`src/design/nptd_pkg.sv`:
```
package nptd_pkg;

    localparam int VALUE_BITS = 32;
    localparam int IN_W       = 32;
    localparam int OUT_W      = 32;
    localparam int D_W        = VALUE_BITS / 2 + 2;
    localparam int SQ_W       = VALUE_BITS + 2;
    localparam int INC_W      = D_W + 2;
    localparam int CNT_W      = $clog2(VALUE_BITS + 1);

    localparam logic [D_W-1:0]        DIV_FIRST  = D_W'(3);
    localparam logic [D_W-1:0]        DIV_STEP   = D_W'(2);
    localparam logic [SQ_W-1:0]       SQ_FIRST   = SQ_W'(9);
    localparam logic [INC_W-1:0]      SQ_BIAS    = INC_W'(4);
    localparam logic [VALUE_BITS-1:0] CAND_STEP  = VALUE_BITS'(2);
    localparam logic [VALUE_BITS-1:0] CAND_LIMIT = ~(VALUE_BITS'(1));
    localparam logic [CNT_W-1:0]      DIV_STEPS  = CNT_W'(VALUE_BITS);

    typedef enum logic [1:0] {
        ST_IDLE,
        ST_CHECK,
        ST_DIV,
        ST_DONE
    } t_state;

    typedef struct packed {
        logic                  start;
        logic [VALUE_BITS-1:0] dividend;
        logic [D_W-1:0]        divisor;
    } t_rem_req;

    typedef struct packed {
        logic done;
        logic is_zero;
    } t_rem_rsp;

    typedef struct packed {
        logic                  ready;
        logic                  done;
        logic                  ovf;
        logic [VALUE_BITS-1:0] value;
    } t_search_stat;

endpackage

```
`src/design/nptd_rem_unit.sv`:
```
module nptd_rem_unit
    import nptd_pkg::*;
(
    input  logic     i_clk,
    input  logic     i_rst_n,
    input  t_rem_req i_req,
    output t_rem_rsp o_rsp
);

    logic                  r_busy;
    logic                  r_done;
    logic [CNT_W-1:0]      r_cnt;
    logic [VALUE_BITS-1:0] r_shift;
    logic [D_W-1:0]        r_rem;
    logic [D_W-1:0]        r_div;

    logic [D_W:0]   trial;
    logic           fits;
    logic [D_W-1:0] n_rem;

    // one dividend bit per cycle, msb first
    always_comb begin
        trial = {r_rem, r_shift[VALUE_BITS-1]};
        fits  = trial >= {1'b0, r_div};
        n_rem = fits ? D_W'(trial - {1'b0, r_div}) : D_W'(trial);
    end

    always_ff @(posedge i_clk) begin
        if (!i_rst_n) begin
            r_busy <= 1'b0;
            r_done <= 1'b0;
            r_cnt  <= '0;
        end else begin
            r_done <= 1'b0;
            if (i_req.start) begin
                r_busy <= 1'b1;
                r_cnt  <= DIV_STEPS;
            end else if (r_busy) begin
                r_cnt <= r_cnt - CNT_W'(1);
                if (r_cnt == CNT_W'(1)) begin
                    r_busy <= 1'b0;
                    r_done <= 1'b1;
                end
            end
        end
    end

    always_ff @(posedge i_clk) begin
        if (i_req.start) begin
            r_shift <= i_req.dividend;
            r_div   <= i_req.divisor;
            r_rem   <= '0;
        end else if (r_busy) begin
            r_shift <= {r_shift[VALUE_BITS-2:0], 1'b0};
            r_rem   <= n_rem;
        end
    end

    assign o_rsp.done    = r_done;
    assign o_rsp.is_zero = (r_rem == '0);

endmodule

```
`src/design/nptd_search.sv`:
```
module nptd_search
    import nptd_pkg::*;
(
    input  logic           i_clk,
    input  logic           i_rst_n,
    input  logic           i_start,
    input  logic [IN_W-1:0] i_value,
    input  logic           i_take,
    output t_search_stat   o_stat
);

    t_state r_state;
    t_state n_state;

    logic [VALUE_BITS-1:0] r_cand;
    logic [VALUE_BITS-1:0] n_cand;
    logic [D_W-1:0]        r_d;
    logic [D_W-1:0]        n_d;
    logic [SQ_W-1:0]       r_sq;
    logic [SQ_W-1:0]       n_sq;
    logic                  r_ovf;
    logic                  n_ovf;

    t_rem_req rem_req;
    t_rem_rsp rem_rsp;

    logic             root_passed;
    logic [INC_W-1:0] sq_inc;

    nptd_rem_unit u_rem (
        .i_clk   (i_clk),
        .i_rst_n (i_rst_n),
        .i_req   (rem_req),
        .o_rsp   (rem_rsp)
    );

    assign root_passed = r_sq > SQ_W'(r_cand);
    // (d+2)^2 = d^2 + 4d + 4
    assign sq_inc      = INC_W'({r_d, 2'b00}) + SQ_BIAS;

    always_comb begin
        n_state = r_state;
        case (r_state)
            ST_IDLE: begin
                if (i_start) n_state = ST_CHECK;
            end
            ST_CHECK: begin
                n_state = root_passed ? ST_DONE : ST_DIV;
            end
            ST_DIV: begin
                if (rem_rsp.done && rem_rsp.is_zero && r_cand >= CAND_LIMIT) begin
                    n_state = ST_DONE;
                end else if (rem_rsp.done) begin
                    n_state = ST_CHECK;
                end
            end
            ST_DONE: begin
                if (i_take) n_state = ST_IDLE;
            end
            default: n_state = ST_IDLE;
        endcase
    end

    always_comb begin
        n_cand           = r_cand;
        n_d              = r_d;
        n_sq             = r_sq;
        n_ovf            = r_ovf;
        rem_req.start    = 1'b0;
        rem_req.dividend = r_cand;
        rem_req.divisor  = r_d;
        case (r_state)
            ST_IDLE: begin
                n_cand = VALUE_BITS'(i_value);
                n_d    = DIV_FIRST;
                n_sq   = SQ_FIRST;
                n_ovf  = 1'b0;
            end
            ST_CHECK: begin
                rem_req.start = !root_passed;
            end
            ST_DIV: begin
                if (rem_rsp.done && rem_rsp.is_zero) begin
                    if (r_cand >= CAND_LIMIT) begin
                        n_cand = '0;
                        n_ovf  = 1'b1;
                    end else begin
                        n_cand = r_cand + CAND_STEP;
                        n_d    = DIV_FIRST;
                        n_sq   = SQ_FIRST;
                    end
                end else if (rem_rsp.done) begin
                    n_d  = r_d + DIV_STEP;
                    n_sq = r_sq + SQ_W'(sq_inc);
                end
            end
            ST_DONE: begin
            end
            default: begin
            end
        endcase
    end

    always_ff @(posedge i_clk) begin
        if (!i_rst_n) begin
            r_state <= ST_IDLE;
        end else begin
            r_state <= n_state;
        end
    end

    always_ff @(posedge i_clk) begin
        r_cand <= n_cand;
        r_d    <= n_d;
        r_sq   <= n_sq;
        r_ovf  <= n_ovf;
    end

    assign o_stat.ready = (r_state == ST_IDLE);
    assign o_stat.done  = (r_state == ST_DONE);
    assign o_stat.ovf   = r_ovf;
    assign o_stat.value = r_cand;

endmodule

```
`src/design/next_prime_trial_division_unit.sv`:
```
// Searches upward from the start value in steps of two for the first candidate that no
// odd divisor d = 3, 5, 7, ... with d*d <= candidate divides; an even start stays even,
// and values below 9 come back unchanged. If the search would step past the top of the
// range the result is zero with the overflow flag set. One item is worked on at a time:
// for each candidate visited, each odd divisor tried costs a bound check followed by a
// bit-serial remainder and a settle step, and a candidate costs less when a small divisor
// is found or the bound is hit at once. The next item is taken while a finished result
// waits in the output register.
module next_prime_trial_division_unit
    import nptd_pkg::*;
(
    input  logic             i_clk,
    input  logic             i_rst_n,
    input  logic             s_axis_tvalid,
    output logic             s_axis_tready,
    input  logic [IN_W-1:0]  s_axis_tdata,   // [31:0] start_value
    output logic             m_axis_tvalid,
    input  logic             m_axis_tready,
    output logic [OUT_W-1:0] m_axis_tdata,   // [31:0] prime_value
    output logic             m_axis_tuser    // [0] overflow
);

    t_search_stat stat;
    logic         take;

    logic             r_out_valid;
    logic [OUT_W-1:0] r_out_value;
    logic             r_out_ovf;

    assign take = stat.done && (!r_out_valid || m_axis_tready);

    nptd_search u_search (
        .i_clk   (i_clk),
        .i_rst_n (i_rst_n),
        .i_start (s_axis_tvalid && s_axis_tready),
        .i_value (s_axis_tdata),
        .i_take  (take),
        .o_stat  (stat)
    );

    always_ff @(posedge i_clk) begin
        if (!i_rst_n) begin
            r_out_valid <= 1'b0;
        end else if (take) begin
            r_out_valid <= 1'b1;
        end else if (m_axis_tready) begin
            r_out_valid <= 1'b0;
        end
    end

    always_ff @(posedge i_clk) begin
        if (take) begin
            r_out_value <= OUT_W'(stat.value);
            r_out_ovf   <= stat.ovf;
        end
    end

    assign s_axis_tready = stat.ready;
    assign m_axis_tvalid = r_out_valid;
    assign m_axis_tdata  = r_out_value;
    assign m_axis_tuser  = r_out_ovf;

    a_ovf_zero: assert property (@(posedge i_clk) disable iff (!i_rst_n)
        (m_axis_tvalid && m_axis_tuser) |-> (m_axis_tdata == '0))
        else $error("overflow result carries a nonzero value");

    a_busy_after_accept: assert property (@(posedge i_clk) disable iff (!i_rst_n)
        (s_axis_tvalid && s_axis_tready) |=> !s_axis_tready)
        else $error("input taken again before the search started");

    a_result_held: assert property (@(posedge i_clk) disable iff (!i_rst_n)
        (stat.done && !take) |=> stat.done)
        else $error("finished result dropped while output register full");

    a_take_fills: assert property (@(posedge i_clk) disable iff (!i_rst_n)
        take |=> m_axis_tvalid)
        else $error("result handed over but output not valid");

endmodule

```
`config.mk`:
```
export PLATFORM = sky130hd
export DESIGN_NAME = next_prime_trial_division_unit
export DESIGN_NICKNAME = d
export VERILOG_FILES = /design/src/design/nptd_pkg.sv /design/src/design/nptd_rem_unit.sv /design/src/design/nptd_search.sv /design/src/design/next_prime_trial_division_unit.sv
export SDC_FILE = /design/constraint.sdc
export NUM_CORES = 1
export LEC_CHECK = 0
export BUFFER_PORTS_ARGS = -buffer_cell sky130_fd_sc_hd__clkbuf_2
export CORE_MARGIN = 4
export CORE_UTILIZATION = 30
export CTS_BUF_LIST = sky130_fd_sc_hd__clkbuf_4 sky130_fd_sc_hd__clkbuf_8
export CTS_CLUSTER_SIZE = 16
export DETAILED_ROUTE_END_ITERATION = 16
export SYNTH_ARGS = -nofsm -noshare
export SYNTH_HDL_FRONTEND = slang
export SYNTH_SLANG_ARGS = --single-unit
```
`constraint.sdc`:
```
create_clock -name i_clk -period 3.81 [get_ports i_clk]
set_input_delay 0.762 -clock i_clk [delete_from_list [all_inputs] [get_ports i_clk]]
set_output_delay 0.762 -clock i_clk [all_outputs]
set_load 0.01 [all_outputs]
```
## After elaboration in Yosys (flattened, before gate mapping)

Index checks and enable logic that the tools add are counted.

- Bitwise gates (word level): 2
- Reductions and logical operators: 18
- Add/subtract/negate cells: 6
- Order comparisons: 3
- Equality and inequality tests: 11
- Mux-type cells: 32

Operators by type and width:

| operator | number |
|---|---|
| 32-bit two-way mux | 4 |
| 34-bit two-way mux | 3 |
| 18-bit two-way mux | 4 |
| 34-bit case mux with 2 select lines | 1 |
| 32-bit case mux with 2 select lines | 1 |
| 18-bit case mux with 2 select lines | 1 |
| 34-bit by 20-bit adder with 34-bit output | 1 |
| 34-bit by 32-bit > comparator with 1-bit output | 1 |
| 32-bit by 2-bit adder with 32-bit output, second input constant | 1 |
| 32-bit >= comparator, second input constant | 1 |
| 20-bit by 3-bit adder with 20-bit output, second input constant | 1 |
| 19-bit by 18-bit >= comparator with 1-bit output | 1 |
| 18-bit by 2-bit adder with 18-bit output, second input constant | 1 |
| 18-bit logical NOT | 1 |
| 18-bit subtractor | 1 |
| 6-bit two-way mux | 2 |
| 1-bit two-way mux | 10 |
| 3-bit AND reduction | 3 |
| 2-bit two-way mux | 4 |
| 2-bit by 1-bit inequality test with 1-bit output, second input constant | 4 |
| 2-bit case mux with 4 select lines | 1 |
| 6-bit by 1-bit equality test with 1-bit output, second input constant | 1 |
| 3-bit by 2-bit inequality test with 1-bit output, second input constant | 2 |
| 2-bit nonzero test | 3 |
| other kinds (13) | 19 |

- Output and inout bits: 35
- Word-level logic and storage cells: 87
- Flip-flop bits (word level): 197
- Input port bits: 36

## Logic depth before layout (Yosys ltp)

Gate-level depths: netlist of run 1.

- Depth in word-level cells: 5
- Mapped depth: 15
- Depth with buffers taken out: 14

## Cells and area by module

From an unflattened synthesis of run 1, not the netlist that was laid out.

- Cell total of the unflattened synthesis: 1095
- Area total of the unflattened synthesis: 11458.5 µm²

By module, submodules not included:

| module | times used | cells an instance | area an instance (µm²) | sequential area each (µm²) |
|---|---|---|---|---|
| nptd_search | 1 | 681 | 6342.3 | 2472.4 |
| nptd_rem_unit | 1 | 376 | 4071.4 | 2021.9 |
| next_prime_trial_division_unit | 1 | 38 | 1044.8 | 1011.0 |

## Worst setup path before layout of run 1

Ideal clock, no wire load.

- Path kind: flip-flop to flip-flop
- From: register u_search.r_cand[10]
- To: register u_search.r_d[10], enable pin
- Path buffers: 0
- Period minus slack after synthesis: 4.087 ns
- Setup slack: -0.277 ns
- Arrival: 3.616 ns
- Library setup time: 0.471 ns
- Cell stages (with the launch flop): 8
- Cell sequence: edfxtp_1 > and4_1 > and2_1 > nand2_1 > nor3_2 > nand3_1 > o21ai_0 > a21oi_1

- Word-level cells in the longest chain between the ends: 3

RTL lines:

| element | line | source |
|---|---|---|
| start, declared | nptd_search.sv:15 | `logic [VALUE_BITS-1:0] r_cand;` |
| start signal, assigned | nptd_search.sv:113 | `r_cand <= n_cand;` |
| 32-bit >= comparator | nptd_search.sv:84 | `if (r_cand >= CAND_LIMIT) begin` |
| 3-bit inequality test (no line) | -- |  |
| 3-bit AND reduction (no line) | -- |  |
| end signal, assigned | nptd_search.sv:114 | `r_d <= n_d;` |
| end, declared | nptd_search.sv:17 | `logic [D_W-1:0] r_d;` |

No other way between the ends.
A chain may end at the register's enable or synchronous reset.

## Final worst setup path of run 1

- From: register u_search.r_cand[5]
- To: register u_search.u_rem.r_shift[27], data pin

- Word-level cells in the longest chain between the ends: 4

RTL lines:

| element | line | source |
|---|---|---|
| 34-bit by 32-bit > comparator with 1-bit output | nptd_search.sv:37 | `assign root_passed = r_sq > SQ_W'(r_cand);` |
| 1-bit logical NOT | nptd_search.sv:80 | `rem_req.start = !root_passed;` |
| 1-bit two-way mux | nptd_search.sv:72 | `case (r_state)` |
| 32-bit two-way mux | nptd_rem_unit.sv:49 | `if (i_req.start) begin` |
| end signal, assigned | nptd_rem_unit.sv:50 | `r_shift <= i_req.dividend;` |
| end signal, assigned | nptd_rem_unit.sv:54 | `r_shift <= {r_shift[VALUE_BITS-2:0], 1'b0};` |
| end, declared | nptd_rem_unit.sv:13 | `logic [VALUE_BITS-1:0] r_shift;` |

No other way between the ends.

==> impl_metrics.tcl, run 1 <==
set metrics [dict create \
    status "complete, no violations" \
    rsz0062_at_grt "false" \
    crit_fanout 32 \
    cts_root_buffer "clkbuf_8" \
    cellPowerDensity_mw_per_mm2 610 \
    final_cell_count_no_fill 1546 \
    hp-class "reg -> reg" \
    cts_made_buffers 17 \
    drive_gt1_share_pct 16.0 \
    clk_pin_slew_ns 0.10 \
    fill_cells 3549 \
    power_mw 7.40 \
    setup_ws_ns 0.210 \
    clk-insertion-delay-late_ns 0.49 \
    max_freq_mhz 278 \
    grt_overflow 0 \
    synth-async-reset-ratio_pct 0 \
    final_common_cell "edfxtp_1" \
    yosys_warnings 0 \
    design_area_sq_mm 0.0121 \
    dr.pass1.iters 5 \
    multiInputGateArea_sq_mm 0.00492 \
    fin_nets 1179 \
    grt_pass1_wl_mm 39.4 \
    hold_ws_ns 0.433 \
    dp.cells 1514 \
    fp.dieW_um 198 \
    via_count 7654 \
    cts.sinks 192 \
    slew_violations 0 \
    cts.path.max_buffers 2 \
    cp.arrival_ns 3.84 \
    post_drt_wl_per_cell_um 15.7 \
    ys_dominant_reg_cell "edfxtp_1" \
    slowest_stage "a221oi_2" \
    path_cells "inv_1, ha_1, nand3_1, nor3_1, o31ai_1, o211ai_1, a221oi_2, o211a_4, buf_4, mux2_2" \
    ir_drop_v 0.000261 \
    netlist_area_sq_mm 0.0108 \
    period_minus_slack_ns 3.60 \
    io_pins 71 \
    finalSetupTns_ns 0 \
    portBuffers 70 \
    antenna_found_initial 0 \
    critPathMaxStageDelay_ns 0.58 \
    grt_max_degree 56 \
    place_hpwl_mm 17.7 \
    dpl_worst_slack_ns -0.0365 \
    layout_common_cells "163 x edfxtp_1, 76 x nor2_1, 75 x nand2_1, 72 x inv_1, 70 x clkbuf_2" \
    synth_edf_count 163 \
    hold_viol_final 0 \
    area_growth_syn_to_layout_pct 12.5 \
    critPathLaunchType "flop" \
    worstMarginPinSlew_ns 1.06 \
    skew_ns 0.0121 \
    cts_tree "built" \
    viasPerCell 4.95 \
    drc 0 \
    placed_area_sq_mm 0.0117 \
    whs_path_depth 0 \
    std_cell_rows 69 \
    first_iter_violations 608 \
    register_area_sq_mm 0.00548 \
    required_ns 4.05 \
    syn_inst 1001 \
    leakage_nw 4.73 \
    dieArea_sq_mm 0.0390 \
    max-cap-violations 0 \
    start_util_pct 30.4 \
    avgSynthCellArea_sq_um 10.8 \
    cp-end-kind "flop" \
    path_class "reg -> reg" \
    dieHeight_um 198 \
    r2r_cells 10 \
    final_core_util_pct 34.2 \
    place_congestion 0.841 \
    htree_levels 4 \
    core_area_sq_mm 0.0355 \
    ys_types 64 \
    setup_violations 0 \
    finalCritPeriodShare_pct 94.5 \
    ant_nets 0 \
    synth-seq-area-share_pct 50.8 \
    totalWireLength_mm 24.3 \
    cts_hold_buf 0 \
    diodes 0 \
    ys_seq_elements 192 \
    syn-num-nets 1108 \
    grt_usage_pct 12.5 \
    grt_pass1_vias 7573 \
    timing.slew.headroom_pct 29.5 \
]
==> worst max-delay path, delay by kind of cell (launching register included) <==
kind | cells | cell delay (ns)
AOI/OAI and AO/OA | 4 | 1.47
adders and majority gates | 1 | 0.26
buffers and inverters | 2 | 0.55
DFF | 1 | 0.49
muxes | 1 | 0.39
and+or+nand+nor | 2 | 0.15
==> registers in the layout (all words and copies together), names as in the netlist <==
signal / cells
m_axis_tdata: 32
u_search.r_cand: 32
u_search.u_rem.r_shift: 32
u_search.r_sq: 31
u_search.u_rem.r_rem: 18
u_search.r_d: 17
u_search.u_rem.r_div: 17
u_search.u_rem.r_cnt: 6
u_search.r_state: 2
m_axis_tuser: 1
m_axis_tvalid: 1
u_search.r_ovf: 1
u_search.u_rem.r_busy: 1
u_search.u_rem.r_done: 1
==> kinds of logic after synthesis <==
family	count (synthesis)	share of synthesized area [%]
simple gates	311	14.2
compound gates	203	12.2
flops	192	50.8
buf+inv	108	3.97
xor+xnor	74	6.01
fa+ha+maj	71	8.38
mux	42	4.39
==> timing repair <==
item,CTS,global route
resized for setup,1,3
cloned,0,0
setup endpoints to repair,39,3
setup buffers,0,0
==> power breakdown <==
group | switching (mW) | internal, mW
sequential | 0.415 | 2.83
combinational | 1.61 | 1.21
clock | 0.806 | 0.535
total | 2.83 | 4.57
==> layer usage <==
layer  vias up  track usage, %  part of all wire, %  wire length [um]
li1       3803               -                    -                 -
met1      3702            17.2                   48             11700
met2       123            20.2                   47             11500
met3        26            2.69                  3.5               838
met4         0            2.98                  1.3               314
met5         -               0                    0                 0
==> final cells by class <==
class | count | share of cell area [%]
repair buffers | 88 | 4.21
flip-flops and latches | 192 | 45.1
clock buffers | 18 | 1.99
well taps | 461 | 4.76
clock inverters | 14 | 1.08
inverters | 72 | 2.23
multi-input cells | 701 | 40.6
==> synthesized netlist by cell type, types with 17 or more instances <==
| cell type | count | area [sq um] |
|---|---|---|
| a211oi_1 | 27 | 203 |
| a21oi_1 | 57 | 285 |
| and2_1 | 17 | 106 |
| clkbuf_1 | 23 | 86.3 |
| dfxtp_1 | 29 | 581 |
| edfxtp_1 | 163 | 4890 |
| ha_1 | 69 | 863 |
| inv_1 | 72 | 270 |
| mux2_2 | 32 | 360 |
| nand2_1 | 75 | 282 |
| nand3_1 | 29 | 145 |
| nand4_1 | 22 | 138 |
| nor2_1 | 78 | 293 |
| nor3_1 | 18 | 90.1 |
| o21ai_0 | 47 | 235 |
| xnor2_1 | 61 | 534 |
==> worst paths after layout <==
check                      from  slack (ns)                          to
max reg2reg  u_search.r_cand[5]        0.21  u_search.u_rem.r_shift[27]
min              u_search.r_ovf        0.43                m_axis_tuser
min reg2reg      u_search.r_ovf        0.43                m_axis_tuser
max          u_search.r_cand[5]        0.21  u_search.u_rem.r_shift[27]
(Power assumes the default switching activity.)
==> run 2: changes to the inputs <==
MAX_ROUTING_LAYER = met4   (was default)
==> impl_metrics.tcl, run 2 (synthesis results as in run 1) <==
set metrics [dict create \
    status "complete, no violations" \
    p_clk_share_pct 18.0 \
    cts_made_buffers 17 \
    switching_share_pct 38.1 \
    totalWireLength_mm 24.2 \
    worstMarginPinSlew_ns 1.07 \
    clk_pin_slew_ns 0.10 \
    std_cell_rows 69 \
    slew_violations 0 \
    cts.sinks 192 \
    critPathLaunchType "flop" \
    layout_common_cells "163 x edfxtp_1, 76 x nor2_1, 75 x nand2_1, 72 x inv_1, 70 x clkbuf_2" \
    area_growth_syn_to_layout_pct 12.5 \
    whs_path_depth 0 \
    path_class "reg -> reg" \
    max-cap-violations 0 \
    leakage_nw 4.73 \
    clk-insertion-delay-late_ns 0.48 \
    portBuffers 70 \
    p_sw_mw 2.82 \
    place_congestion 0.854 \
    grt_max_degree 56 \
    seqPwrFrac_pct 43.8 \
    holdPathEnd "m_axis_tuser" \
    p_int_mw 4.57 \
    dieArea_sq_mm 0.0390 \
    first_iter_violations 588 \
    cts_tree "built" \
    finalCritPeriodShare_pct 94.5 \
    core_area_sq_mm 0.0355 \
    grt_overflow 0 \
    post_drt_wl_per_cell_um 15.7 \
    hold_viol_final 0 \
    period_minus_slack_ns 3.60 \
    drc 0 \
    max_freq_mhz 278 \
    min_from "u_search.r_ovf" \
    io_pins 71 \
    diodes 0 \
    final_common_cell "edfxtp_1" \
    cp.arrival_ns 3.84 \
    via_count 7660 \
    r2r_cells 10 \
    r2r-end "u_search.u_rem.r_shift[27]" \
    htree_levels 4 \
    fin_nets 1179 \
    cp-end-kind "flop" \
    place_hpwl_mm 17.7 \
    worstReg2RegStart "u_search.r_cand[5]" \
    rsz0062_at_grt "false" \
    cts_hold_buf 0 \
    drive_gt1_share_pct 16.0 \
    hp-class "reg -> reg" \
    dr.pass1.iters 5 \
    start_util_pct 30.4 \
    fp.dieW_um 198 \
    viasPerCell 4.95 \
    skew_ns 0.0123 \
    dieHeight_um 198 \
    grt_pass1_vias 7572 \
    finalSetupTns_ns 0 \
    antenna_found_initial 0 \
    ir_drop_v 0.000256 \
    final_core_util_pct 34.2 \
    pwr-share-comb_pct 38.1 \
    grt_pass1_wl_mm 39.3 \
    cellPowerDensity_mw_per_mm2 609 \
    cts_root_buffer "clkbuf_8" \
    required_ns 4.05 \
    cts.path.max_buffers 2 \
    r2r_slack_ns 0.21 \
    timing.slew.headroom_pct 28.4 \
    crit_fanout 32 \
    grt_usage_pct 12.8 \
    ant_nets 0 \
    setup_violations 0 \
]
[run 2: cell type report]
class	count	area, sq um
flip-flops and latches	192	5480
multi-input cells	701	4920
clock buffers	18	241
repair buffers	88	510
well taps	461	577
fillers	3549	23400
inverters	72	270
clock inverters	14	131
[run 2: critical path, cell delays in order (launching register included)]
cell      delay [ns]
edfxtp_1        0.49
inv_1           0.18
ha_1            0.26
nand3_1         0.09
nor3_1          0.06
o31ai_1         0.40
o211ai_1        0.23
a221oi_2        0.58
o211a_4         0.26
buf_4           0.37
mux2_2          0.40
[run 2: stage by stage]
stage	total power, mW	instance area (sq um)	hold WS, ns	instances	setup slack, ns
CTS	7.43	12100	0.431	1546	0.246
finish	7.39	12100	0.433	1546	0.208
detailed placement	6.07	11700	0.405	1514	-0.0365
global route	7.94	12100	0.444	1546	0.0538
global placement	6.03	11700	0.405	1514	0.0184
floorplan	5.35	10800	0.400	1001	0.624
[run 2: how the worst max path moves through the flow]
stage / startpoint / endpoint / slack [ns]
5_1_grt: u_search.r_d[3] / u_search.r_sq[29] / 0.05
2_1_floorplan: u_search.u_rem.r_rem[7] / u_search.r_cand[0] / 0.62
4_1_cts: u_search.r_cand[5] / u_search.u_rem.r_shift[31] / 0.25
3_5_place_dp: u_search.r_cand[5] / u_search.u_rem.r_shift[27] / -0.04
3_3_place_gp: u_search.r_cand[5] / u_search.u_rem.r_shift[13] / 0.02
6_report: u_search.r_cand[5] / u_search.u_rem.r_shift[27] / 0.21
[run 2: per-layer routing]
| metal | track usage, % | vias up | wire [um] |
|---|---|---|---|
| met3 | 2.39 | 26 | 907 |
| met2 | 20.2 | 141 | 11400 |
| met1 | 17.2 | 3690 | 11500 |
| met5 | - | - | 0 |
| li1 | - | 3803 | - |
| met4 | 3.21 | 0 | 334 |
[run 2: repair_timing]
| action | 4_1_cts | 5_1_grt |
|---|---|---|
| setup endpoints to repair | 39 | 3 |
| gates resized for setup | 1 | 3 |
| buffers inserted | 0 | 0 |
[run 2: power groups by stage]
stage / Combinational, mW / Clock, mW / Sequential, mW
3_3_place_gp: 2.74 / 0 / 3.28
6_report: 2.82 / 1.33 / 3.24
5_1_grt: 3.17 / 1.47 / 3.30
4_1_cts: 2.81 / 1.37 / 3.24
2_1_floorplan: 2.22 / 0 / 3.13
3_5_place_dp: 2.79 / 0 / 3.28
